$ cat src/design/kst_pkg.sv
// ----------------------------------------------------------------------------
// kst_pkg
// Shared types, constants and helpers of the keyboard scancode translator.
// ----------------------------------------------------------------------------
package kst_pkg;

	localparam int KEY_COUNT = 128;
	localparam int KEY_W     = (KEY_COUNT > 2) ? $clog2(KEY_COUNT) : 1;
	localparam int ADDR_W    = KEY_W + 2;
	localparam int MEM_DEPTH = KEY_COUNT * 4;
	localparam int FIFO_DEPTH = 4;
	localparam int FIFO_PTR_W = $clog2(FIFO_DEPTH);
	localparam int FIFO_CNT_W = FIFO_PTR_W + 1;

	// input item kinds (tuser)
	localparam logic ACT_TRANSLATE = 1'b0;
	localparam logic ACT_WRITE     = 1'b1;

	// queue operation kinds
	localparam logic OP_READ  = 1'b0;
	localparam logic OP_WRITE = 1'b1;

	// configuration register indexes
	localparam logic [2:0] REG_CTRL_CODE   = 3'd0;
	localparam logic [2:0] REG_LSHIFT_CODE = 3'd1;
	localparam logic [2:0] REG_RSHIFT_CODE = 3'd2;
	localparam logic [2:0] REG_CAPS_CODE   = 3'd3;
	localparam logic [2:0] REG_ALT_MODE    = 3'd4;

	localparam logic [7:0] BYTE_HIGH  = 8'h80;
	localparam logic [7:0] BYTE_ESC   = 8'h9b;
	localparam logic [7:0] BYTE_QMARK = 8'h3f;
	localparam logic [7:0] BYTE_LC_A  = 8'h61;
	localparam logic [7:0] BYTE_LC_Z  = 8'h7a;
	localparam logic [7:0] CASE_DIFF  = 8'h20;
	localparam logic [7:0] ALT_OFFSET = 8'h40;
	localparam logic [7:0] ESC_LAST   = 8'h88;

	typedef struct packed {
		logic [6:0] ctrl_code;
		logic [6:0] left_shift_code;
		logic [6:0] right_shift_code;
		logic [6:0] caps_code;
		logic       alt_mode;
	} cfg_t;

	typedef struct packed {
		logic              op;
		logic [ADDR_W-1:0] addr;
		logic [7:0]        value;
		logic              upcase;
		logic              oob;
	} entry_t;

	typedef struct packed {
		logic   push;
		entry_t entry;
	} push_t;

	function automatic logic [7:0] esc_letter(input logic [2:0] idx);
		logic [7:0] ch;
		case (idx)
			3'd0: ch = 8'h50; // P
			3'd1: ch = 8'h51; // Q
			3'd2: ch = 8'h52; // R
			3'd3: ch = 8'h53; // S
			3'd4: ch = 8'h41; // A
			3'd5: ch = 8'h42; // B
			3'd6: ch = 8'h43; // C
			default: ch = 8'h44; // D
		endcase
		return ch;
	endfunction

endpackage

$ cat src/design/kst_front.sv
// ----------------------------------------------------------------------------
// kst_front
// Accepts input requests, tracks the modifier keys and queues table work.
// ----------------------------------------------------------------------------
module kst_front (
	input  logic              clk,
	input  logic              arst_n,
	input  kst_pkg::cfg_t     cfg,
	input  logic              in_valid,
	output logic              in_ready,
	input  logic              in_action,
	input  logic [7:0]        in_key_byte,
	input  logic [6:0]        in_entry_key,
	input  logic [1:0]        in_entry_layer,
	input  logic [7:0]        in_entry_value,
	input  logic              q_full,
	output kst_pkg::push_t    q_push
);

	logic ctrl_down_q;
	logic shift_down_q;
	logic caps_on_q;

	logic       accept;
	logic       press;
	logic [6:0] key;
	logic       is_ctrl;
	logic       is_shift;
	logic       is_caps;
	logic       key_in_range;
	logic       entry_in_range;

	assign in_ready = !q_full;
	assign accept   = in_valid && !q_full;
	assign press    = !in_key_byte[7];
	assign key      = in_key_byte[6:0];

	// priority: control, then either shift, then caps lock
	assign is_ctrl  = (key == cfg.ctrl_code);
	assign is_shift = !is_ctrl && ((key == cfg.left_shift_code) ||
		(key == cfg.right_shift_code));
	assign is_caps  = !is_ctrl && !is_shift && (key == cfg.caps_code);

	assign key_in_range   = (8'(key) < 8'(kst_pkg::KEY_COUNT));
	assign entry_in_range = (8'(in_entry_key) < 8'(kst_pkg::KEY_COUNT));

	always_comb begin
		q_push = '0;
		if (in_action == kst_pkg::ACT_WRITE) begin
			q_push.push         = accept && entry_in_range;
			q_push.entry.op     = kst_pkg::OP_WRITE;
			q_push.entry.addr   = {in_entry_key[kst_pkg::KEY_W-1:0], in_entry_layer};
			q_push.entry.value  = in_entry_value;
		end else begin
			q_push.push         = accept && press && !is_ctrl && !is_shift && !is_caps;
			q_push.entry.op     = kst_pkg::OP_READ;
			q_push.entry.addr   = {key[kst_pkg::KEY_W-1:0], ctrl_down_q, shift_down_q};
			q_push.entry.upcase = caps_on_q && !ctrl_down_q && !shift_down_q;
			q_push.entry.oob    = !key_in_range;
		end
	end

	always_ff @(posedge clk or negedge arst_n) begin
		if (!arst_n) begin
			ctrl_down_q  <= 1'b0;
			shift_down_q <= 1'b0;
			caps_on_q    <= 1'b0;
		end else if (accept && (in_action == kst_pkg::ACT_TRANSLATE)) begin
			if (is_ctrl) begin
				ctrl_down_q <= press;
			end
			if (is_shift) begin
				shift_down_q <= press;
			end
			// toggle on release
			if (is_caps && !press) begin
				caps_on_q <= !caps_on_q;
			end
		end
	end

endmodule

$ cat config.mk
export PLATFORM = sky130hd
export DESIGN_NAME = kst_front
export DESIGN_NICKNAME = d
export VERILOG_FILES = /design/src/design/kst_pkg.sv /design/src/design/kst_front.sv
export SDC_FILE = /design/constraint.sdc
export NUM_CORES = 1
export LEC_CHECK = 0
export ABC_AREA = 1
export BUFFER_PORTS_ARGS = -buffer_cell sky130_fd_sc_hd__buf_4
export CORE_MARGIN = 8
export CORE_UTILIZATION = 30
export CTS_CLUSTER_SIZE = 40
export DETAILED_ROUTE_END_ITERATION = 10
export PLACE_DENSITY = 0.7
export SLEW_MARGIN = 20
export SYNTH_ARGS = -nofsm -noshare
export SYNTH_HDL_FRONTEND = slang
export SYNTH_SLANG_ARGS = --single-unit
$ cat constraint.sdc
create_clock -name clk -period 0.81 [get_ports clk]
set_input_delay 0.0405 -clock clk [delete_from_list [all_inputs] [get_ports clk]]
set_output_delay 0.0405 -clock clk [all_outputs]
set_load 0.02 [all_outputs]
==> results.yml <==
place:
  hpwl_um: 2725
  finalWeightedCongestion: 0.7839
  dp_cells: 290
  io_buffers: 78
setup_path:
  endpoint_kind: "output port"
  cp-start-kind: "flop"
  path_buf_inv: 1
  reg2reg_to: "shift_down_q$_DFFE_PN0P_"
  worstPathRequired_ns: 0.77
  crit_cells: 2
  max_stage_delay_ns: 0.38
  timing.reg2reg.setup_slack_ns: 0.08
  critical-path-top-delay-family: "flip-flops"
  path_class: "flop to output port"
  crit_chain: "nor4_2 > buf_4"
  reg2regPathDepth: 3
  cp_data_arrival_time_ns: 1.04
  r2r_start: "shift_down_q$_DFFE_PN0P_"
  crit_fanout: 2
  cp_slowest_cell: "dfrtp_1"
timing:
  finalCritPeriodShare_pct: 133.3
  setup_viol: 7
  rsz0062_at_grt: "true"
  setup_ws_ns: -0.2694
  hold_viol_final: 0
  fin_crit_ns: 1.079
  finClkSkew_ns: 0
  setup_tns_ns: -0.9012
  slew_violations: 0
  fmax_mhz: 926.4
power:
  power.net_switching_mw: 0.4971
  pwr_density_cell_mw_per_mm2: 728.9
  power_mw: 1.304
  seqPwrFrac_pct: 13.0
  p_leak_nw: 1.068
  comb_power_share_pct: 66.9
  p_int_mw: 0.8071
  switching_share_pct: 38.12
  irDropWorstVdd_uv: 579.0
  clock_power_share_pct: 20.1
synthesis:
  seq_area_frac_synth_pct: 8.584
  synthCells: 178
  synth.area.top_cells: "nand2_1 (34%), inv_1 (15%), dfrtp_1 (8.6%)"
  syn_nets: 237
  synth-seq-cells: 3
  synth.avg_cell_area_sq_um: 4.913
  synth_area_sq_um: 874.6
  synth_top_area_cell: "nand2_1"
  yosysUniqueCellTypes: 23
  synth_warnings: 0
  yosysTopAreaCellShare_pct: 33.91
cts:
  clk-insertion-delay-late_ns: 0.23
  cts_buffers: 3
  clockBufferDepth: 2
  cts_max_level: 1
  cts_tree: "done"
  root_buffer: "clkbuf_4"
  clk_pin_slew_worst_paths_ns: 0.04
  cts_num_sinks: 3
die:
  initial_utilization_pct: 31.72
  num_rows: 19
  coreArea_sq_mm: 0.002758
  fp.dieH_um: 70.00
  die_area_sq_mm: 0.004899
  io_pins: 81
  die_x_um: 70.00
global_routing:
  grt_pass1_vias: 1252
  groute.usage.overall_pct: 12.19
  grt_max_degree: 19
  antenna_found_initial: 0
  grt_remaining_overflow: 0
  grt_pass1_wl_um: 5175
hold_path:
  worstHoldPathType: "input port to flop"
  min_to: "ctrl_down_q$_DFFE_PN0P_"
  min-delay-start: "in_key_byte[7]"
  min_path_cells: 4
cells_and_area:
  nNetsFinal: 329
  most-common-layout-cells: "buf_4 (80), nand2_1 (75), inv_1 (29)"
  antenna_cells: 0
  drive_above_1_share_pct: 48.33
  finalNonFillerCells: 300
  final_util_pct: 64.88
  area_growth_pct: 104.6
  final_common_cell: "buf_4"
routing:
  route.detailed.drc: 0
  drtAntennaViolNets: 0
  finalWirelength_um: 3239
  vias: 1257
  vias_per_cell: 4.190
  routedWlPerCell_um: 10.80
  drt_first_pass_iters: 4
  drtIter0Drc: 27
run:
  drv_cap: 0
status:
  violations: "negative setup slack"
  status: "finished with violations"
## synthesized netlist by cell type (all sizes together)
library cell and number:
xor2 4, inv 39, nand3 7, nor2 15
clkbuf 1, dfrtp 3, xnor2 7, a21oi 2
o21ai 9, nand4 2, conb 1, nor3 1
nand2 80, or2 1, nor4 1, buf 5
## power groups by stage
stage	clock network (mW)	registers (mW)	logic [mW]
after floorplan	0	0.170	0.379
after global placement	0	0.171	0.774
after detailed placement	0	0.172	0.779
after CTS	0.270	0.170	0.820
after global routing	0.274	0.171	0.962
final	0.262	0.169	0.872
## metrics by stage
stage / worst slack (ns) / area (sq um) / hold slack, ns
after global placement: -0.3044 / 1555 / -0.1712
after global routing: -0.3387 / 1789 / 0.1396
after floorplan: -0.1218 / 905.9 / -0.2551
final: -0.2694 / 1789 / 0.09782
after CTS: -0.2900 / 1657 / 0.1115
after detailed placement: -0.3135 / 1555 / -0.1706
## timing repair
action,4_1_cts,5_1_grt
setup buffers,1,5
endpoints found under the setup margin,5,9
gates resized for setup,19,29
gates cloned,0,0
hold endpoints to repair,3,0
pin swaps,10,17
hold buffers,1,0
## how the worst max path moves through the flow
stage,start,end,slack (ns)
after global placement,in_key_byte[0],q_push[20],-0.30
after global routing,ctrl_down_q$_DFFE_PN0P_,q_push[1],-0.34
final,ctrl_down_q$_DFFE_PN0P_,q_push[1],-0.27
after CTS,ctrl_down_q$_DFFE_PN0P_,q_push[1],-0.29
after detailed placement,in_key_byte[3],q_push[20],-0.31
after floorplan,in_action,q_push[14],-0.12
## state kept, by name (all words and copies together), names as in the netlist
register and flops:
caps_on_q 1, shift_down_q 1, ctrl_down_q 1
## worst min-delay path: cells and delay by family
kind | cells | cell delay (ns)
buffers and inverters | 2 | 0.13
AND/OR/NAND/NOR | 1 | 0.06
AO/OA/AOI/OAI | 1 | 0.05
## layer usage
layer	track usage [%]	wire [um]	vias to the layer above
met4	2.679	0	0
met3	5.085	344	0
li1	-	-	694
met5	0	0	-
met1	14.13	1379	509
met2	20.30	1516	54
## logic make-up after synthesis
logic type             count (synthesis)  share of synthesized area [%]
other                                  1                         0.4288
AND/OR/NAND/NOR                      107                          51.65
flip-flops                             3                          8.583
buffers and inverters                 45                          21.17
AO/OA/AOI/OAI                         11                          7.153
XOR/XNOR                              11                          11.02
## final cells by class
cell class | instances | area (sq um)
Fill cell | 264 | 968.4
Timing Repair Buffer | 93 | 767.0
Multi-Input combinational cell | 130 | 716.9
Inverter | 39 | 165.2
Sequential cell | 3 | 75.07
Tap cell | 31 | 38.79
Clock buffer | 4 | 26.28
(Power assumes the default switching activity.)
