File: src/design/kst_pkg.sv
// ----------------------------------------------------------------------------
// kst_pkg
// Shared types, constants and helpers of the keyboard scancode translator.
// ----------------------------------------------------------------------------
package kst_pkg;

	localparam int KEY_COUNT = 128;
	localparam int KEY_W     = (KEY_COUNT > 2) ? $clog2(KEY_COUNT) : 1;
	localparam int ADDR_W    = KEY_W + 2;
	localparam int MEM_DEPTH = KEY_COUNT * 4;
	localparam int FIFO_DEPTH = 4;
	localparam int FIFO_PTR_W = $clog2(FIFO_DEPTH);
	localparam int FIFO_CNT_W = FIFO_PTR_W + 1;

	// input item kinds (tuser)
	localparam logic ACT_TRANSLATE = 1'b0;
	localparam logic ACT_WRITE     = 1'b1;

	// queue operation kinds
	localparam logic OP_READ  = 1'b0;
	localparam logic OP_WRITE = 1'b1;

	// configuration register indexes
	localparam logic [2:0] REG_CTRL_CODE   = 3'd0;
	localparam logic [2:0] REG_LSHIFT_CODE = 3'd1;
	localparam logic [2:0] REG_RSHIFT_CODE = 3'd2;
	localparam logic [2:0] REG_CAPS_CODE   = 3'd3;
	localparam logic [2:0] REG_ALT_MODE    = 3'd4;

	localparam logic [7:0] BYTE_HIGH  = 8'h80;
	localparam logic [7:0] BYTE_ESC   = 8'h9b;
	localparam logic [7:0] BYTE_QMARK = 8'h3f;
	localparam logic [7:0] BYTE_LC_A  = 8'h61;
	localparam logic [7:0] BYTE_LC_Z  = 8'h7a;
	localparam logic [7:0] CASE_DIFF  = 8'h20;
	localparam logic [7:0] ALT_OFFSET = 8'h40;
	localparam logic [7:0] ESC_LAST   = 8'h88;

	typedef struct packed {
		logic [6:0] ctrl_code;
		logic [6:0] left_shift_code;
		logic [6:0] right_shift_code;
		logic [6:0] caps_code;
		logic       alt_mode;
	} cfg_t;

	typedef struct packed {
		logic              op;
		logic [ADDR_W-1:0] addr;
		logic [7:0]        value;
		logic              upcase;
		logic              oob;
	} entry_t;

	typedef struct packed {
		logic   push;
		entry_t entry;
	} push_t;

	function automatic logic [7:0] esc_letter(input logic [2:0] idx);
		logic [7:0] ch;
		case (idx)
			3'd0: ch = 8'h50; // P
			3'd1: ch = 8'h51; // Q
			3'd2: ch = 8'h52; // R
			3'd3: ch = 8'h53; // S
			3'd4: ch = 8'h41; // A
			3'd5: ch = 8'h42; // B
			3'd6: ch = 8'h43; // C
			default: ch = 8'h44; // D
		endcase
		return ch;
	endfunction

endpackage

File: src/design/kst_fifo.sv
// ----------------------------------------------------------------------------
// kst_fifo
// Short queue between the classifying front and the table/output back end.
// ----------------------------------------------------------------------------
module kst_fifo (
	input  logic             clk,
	input  logic             arst_n,
	input  kst_pkg::push_t   push,
	output logic             full,
	input  logic             pop,
	output logic             empty,
	output kst_pkg::entry_t  head
);

	kst_pkg::entry_t                  slot_q [kst_pkg::FIFO_DEPTH];
	logic [kst_pkg::FIFO_PTR_W-1:0]   wr_ptr_q;
	logic [kst_pkg::FIFO_PTR_W-1:0]   rd_ptr_q;
	logic [kst_pkg::FIFO_CNT_W-1:0]   count_q;

	assign full  = (count_q == kst_pkg::FIFO_CNT_W'(kst_pkg::FIFO_DEPTH));
	assign empty = (count_q == '0);
	assign head  = slot_q[rd_ptr_q];

	always_ff @(posedge clk) begin
		if (push.push) begin
			slot_q[wr_ptr_q] <= push.entry;
		end
	end

	always_ff @(posedge clk or negedge arst_n) begin
		if (!arst_n) begin
			wr_ptr_q <= '0;
			rd_ptr_q <= '0;
			count_q  <= '0;
		end else begin
			if (push.push) begin
				wr_ptr_q <= wr_ptr_q + 1'b1;
			end
			if (pop) begin
				rd_ptr_q <= rd_ptr_q + 1'b1;
			end
			case ({push.push, pop})
				2'b10:   count_q <= count_q + 1'b1;
				2'b01:   count_q <= count_q - 1'b1;
				default: count_q <= count_q;
			endcase
		end
	end

	a_no_push_full: assert property (@(posedge clk) disable iff (!arst_n)
		push.push |-> !full) else $error("queue written while full");
	a_no_pop_empty: assert property (@(posedge clk) disable iff (!arst_n)
		pop |-> !empty) else $error("queue read while empty");

endmodule

File: config.mk
export PLATFORM = sky130hd
export DESIGN_NAME = kst_fifo
export DESIGN_NICKNAME = d
export VERILOG_FILES = /design/src/design/kst_pkg.sv /design/src/design/kst_fifo.sv
export SDC_FILE = /design/constraint.sdc
export NUM_CORES = 1
export LEC_CHECK = 0
export BUFFER_PORTS_ARGS = -buffer_cell sky130_fd_sc_hd__buf_2
export CORE_MARGIN = 2
export CORE_UTILIZATION = 60
export DETAILED_ROUTE_END_ITERATION = 8
export HOLD_SLACK_MARGIN = 0.1
export MAX_ROUTING_LAYER = met4
export PLACE_DENSITY = 0.83
export SLEW_MARGIN = 20
export SYNTH_ARGS = -nofsm -noshare
export SYNTH_HDL_FRONTEND = slang
export SYNTH_SLANG_ARGS = --single-unit
File: constraint.sdc
create_clock -name clk -period 4.3 [get_ports clk]
set_clock_uncertainty 0.1 [all_clocks]
set_input_delay 0.215 -clock clk [delete_from_list [all_inputs] [get_ports clk]]
set_output_delay 0.215 -clock clk [all_outputs]
set_load 0.05 [all_outputs]
==> insert_results.sql <==
INSERT INTO impl_metrics (metric_group, metric, value, unit) VALUES
('run_status', 'run_status', 'finished, final reports clean', ''),
('sta', 'worst_slew_pin_slew', '1060', 'ps'),
('synthesis', 'synth.top_cell.area_share', '0.731', ''),
('synthesis', 'synth_area_per_cell', '23.5', 'um^2'),
('final_layout', 'sequential_cell_area', '0.00258', 'mm^2'),
('worst_setup_path', 'worst_path_max_delay_cell', 'sky130_fd_sc_hd__dfrtp_1', ''),
('placed_design', 'place_hpwl', '3600', 'um'),
('grt', 'grt_pass1_wl', '9040', 'um'),
('detailed_routing', 'via_count', '1635', ''),
('sta', 'setup_total_negative_slack', '0', 'ps'),
('clock_tree', 'clock_tree_from_tritoncts', 'yes', ''),
('synthesis', 'synthCells', '140', ''),
('synthesis', 'synth-seq-cells', '87', ''),
('die', 'top_level_ports', '46', ''),
('synthesis', 'synth_area_leaders', 'sky130_fd_sc_hd__edfxtp_1 73%, sky130_fd_sc_hd__mux4_2 12%, sky130_fd_sc_hd__dfrtp_1 5.3%, sky130_fd_sc_hd__ha_1 1.9%, sky130_fd_sc_hd__mux4_1 1.6%', ''),
('detailed_routing', 'via_per_inst', '5.62', ''),
('synthesis', 'synthDistinctLibCells', '18', ''),
('placed_design', 'finalWeightedCongestion', '0.788', ''),
('detailed_routing', 'route.antenna.remaining_nets', '0', ''),
('final_layout', 'multi_input_comb_area', '656', 'um^2'),
('pwr', 'power.sequential.fraction', '0.406', ''),
('detailed_routing', 'post-route-drc-count', '0', ''),
('worst_setup_path', 'family_with_the_most_delay_on_the_worst_path', 'flip-flops', ''),
('worst_setup_path', 'cp_data_arrival_time', '2210', 'ps'),
('sta', 'number_of_pins_exceeding_their_max_slew_limit_in_the_final_report', '0', ''),
('pwr', 'switching_power', '1.14', 'mW'),
('placed_design', 'buffer_ports.inserted', '45', ''),
('clock_tree', 'number_of_hold_repair_buffers_added_at_the_cts_stage', '23', ''),
('pwr', 'int_power', '1.91', 'mW'),
('final_layout', 'syn_to_final_growth', '23.6', '%'),
('final_layout', 'final_nets', '246', ''),
('synthesis', 'yosysWarnings', '0', ''),
('sta', 'slew_headroom', '0.294', ''),
('final_layout', 'fillerInstances', '279', ''),
('grt', 'gr-usage-all-layers', '0.216', ''),
('die', 'core-area', '0.00520', 'mm^2'),
('final_layout', 'stdcell_area', '0.00407', 'mm^2'),
('clock_tree', 'max-clock-path-buffers', '2', ''),
('pwr', 'power.density', '752', 'mW/mm^2'),
('detailed_routing', 'first_iter_violations', '128', ''),
('sta', 'report.final.setup_viol', '0', ''),
('flow_run', 'max-cap-violations', '0', ''),
('clock_tree', 'post_cts_buffers', '0', ''),
('grt', 'grt_overflow', '0', ''),
('worst_hold_path', 'worst_hold_path_type', 'in2async', ''),
('sta', 'min_period_over_period', '0.587', ''),
('clock_tree', 'cts_num_sinks', '87', ''),
('detailed_routing', 'dr.pass1.iters', '5', ''),
('grt', 'grt_pass1_vias', '1714', ''),
('die', 'die_h', '78.0', 'um'),
('worst_setup_path', 'critical_path.startpoint_type', 'flop', ''),
('worst_setup_path', 'critical_path.endpoint_type', 'output port', ''),
('worst_setup_path', 'critical_path.max_stage_delay', '630', 'ps'),
('worst_setup_path', 'worstPathBufferInverterCount', '2', ''),
('clock_tree', 'cts_inserted_buffers', '9', ''),
('synthesis', 'post-synth-top-area-cell', 'sky130_fd_sc_hd__edfxtp_1', ''),
('pwr', 'p_clk_frac', '0.233', ''),
('clock_tree', 'clk_root_buffer_cell', 'sky130_fd_sc_hd__clkbuf_8', ''),
('pwr', 'part_of_the_power_in_combinational_logic', '0.362', ''),
('die', 'floorplan.initialDensity', '0.632', ''),
('sta', 'finalWorstPathRequiredPeriod', '2520', 'ps'),
('die', 'die_area', '0.00609', 'mm^2'),
('die', 'row_count', '26', ''),
('pwr', 'post-layout-total-power', '3.06', 'mW'),
('pwr', 'vdd.ir_drop.worst', '0.510', 'mV'),
('worst_setup_path', 'worstSetupPathType', 'reg2out', ''),
('sta', 'finalHoldViolCount', '0', ''),
('clock_tree', 'htree_levels', '3', ''),
('die', 'die_w', '78.0', 'um'),
('final_layout', 'drive_above_1_share', '0.362', ''),
('grt', 'grt_antenna_before_repair', '0', '');
-- worst paths after layout --
kind	start	endpoint	slack, ps	cells after the start
max reg2reg	wr_ptr_q[0]	slot_q[0][6]	2330	3
max in group asynchronous	arst_n	wr_ptr_q[0]	3780	2
min in group clk	count_q[0]	count_q[0]	410	1
max	rd_ptr_q[0]	head[19]	1780	3
min reg2reg	count_q[0]	count_q[0]	410	1
min	arst_n	rd_ptr_q[0]	150	2
-- synth_stat cells --
cell,n
sky130_fd_sc_hd__edfxtp_1,80
sky130_fd_sc_hd__mux4_2,18
sky130_fd_sc_hd__dfrtp_1,7
sky130_fd_sc_hd__inv_1,6
sky130_fd_sc_hd__ha_1,5
sky130_fd_sc_hd__and2_1,4
sky130_fd_sc_hd__xor2_1,4
sky130_fd_sc_hd__buf_2,2
sky130_fd_sc_hd__buf_6,2
sky130_fd_sc_hd__mux4_1,2
sky130_fd_sc_hd__nand2_1,2
sky130_fd_sc_hd__xnor2_1,2
sky130_fd_sc_hd__and3_1,1
sky130_fd_sc_hd__fa_1,1
sky130_fd_sc_hd__mux2i_1,1
sky130_fd_sc_hd__nor2_1,1
sky130_fd_sc_hd__nor3_1,1
sky130_fd_sc_hd__o21ai_0,1
-- power by group through the flow --
stage	registers, mW	clock network [mW]	logic [mW]
2_1_floorplan	1.18	0	0.930
4_1_cts	1.24	0.717	1.11
3_5_place_dp	1.26	0	1.09
6_report	1.24	0.711	1.11
5_1_grt	1.26	0.748	1.16
3_3_place_gp	1.23	0	1.07
-- cell families after synthesis --
kind of cell / after synthesis / share of synthesized area
AO/OA/AOI/OAI: 1 / 0.00152
XOR/XNOR: 6 / 0.0160
adder cells (fa/ha/maj): 6 / 0.0251
buffers and inverters: 10 / 0.0167
flip-flops: 87 / 0.784
multiplexers: 21 / 0.142
AND/OR/NAND/NOR: 9 / 0.0145
-- cell type report --
type / instances / area share
Multi-Input combinational cell: 43 / 0.161
Timing Repair Buffer: 69 / 0.114
Clock buffer: 9 / 0.0305
Sequential cell: 87 / 0.634
Tap cell: 70 / 0.0215
Inverter: 6 / 0.00554
Clock inverter: 7 / 0.0332
-- routing by layer --
layer | global-route usage | vias up | wire, um | share of wire
met5 | - | - | 0 | 0
li1 | - | 717 | - | -
met4 | 0.0702 | 0 | 80 | 0.013
met3 | 0.0517 | 14 | 430 | 0.072
met1 | 0.266 | 828 | 2340 | 0.39
met2 | 0.362 | 76 | 3160 | 0.53
-- layout by cell type, fill, tap and decap left out --
cell type	n
sky130_fd_sc_hd__mux4_1	2
sky130_fd_sc_hd__dlygate4sd3_1	23
sky130_fd_sc_hd__mux2i_1	1
sky130_fd_sc_hd__and3_1	1
sky130_fd_sc_hd__clkinv_2	3
sky130_fd_sc_hd__xnor2_1	2
sky130_fd_sc_hd__inv_1	6
sky130_fd_sc_hd__o21ai_0	1
sky130_fd_sc_hd__xor2_1	4
sky130_fd_sc_hd__fa_1	1
sky130_fd_sc_hd__nor3_1	1
sky130_fd_sc_hd__buf_4	1
sky130_fd_sc_hd__clkbuf_8	9
sky130_fd_sc_hd__nand2_1	2
sky130_fd_sc_hd__and2_1	4
sky130_fd_sc_hd__buf_2	45
sky130_fd_sc_hd__mux4_2	18
sky130_fd_sc_hd__bufinv_16	4
sky130_fd_sc_hd__dfrtp_1	7
sky130_fd_sc_hd__nor2_1	1
sky130_fd_sc_hd__ha_1	5
sky130_fd_sc_hd__edfxtp_1	80
-- sequential cells by signal, summed over array words and instances (netlist names) --
| signal | cells |
|---|---|
| slot_q | 80 |
| count_q | 3 |
| rd_ptr_q | 2 |
| wr_ptr_q | 2 |
-- through the flow --
| stage | util | worst slack (ps) | hold slack, ps | cells |
|---|---|---|---|---|
| final | 0.781 | 1780 | 153 | 291 |
| after global placement | 0.687 | 2170 | -46.9 | 252 |
| after CTS | 0.781 | 1780 | 128 | 291 |
| after detailed placement | 0.687 | 2150 | -36.3 | 252 |
| after global routing | 0.781 | 1640 | 158 | 291 |
| after floorplan | - | 2500 | -181 | 140 |
No activity file was read; power rests on OpenSTA's default activity.
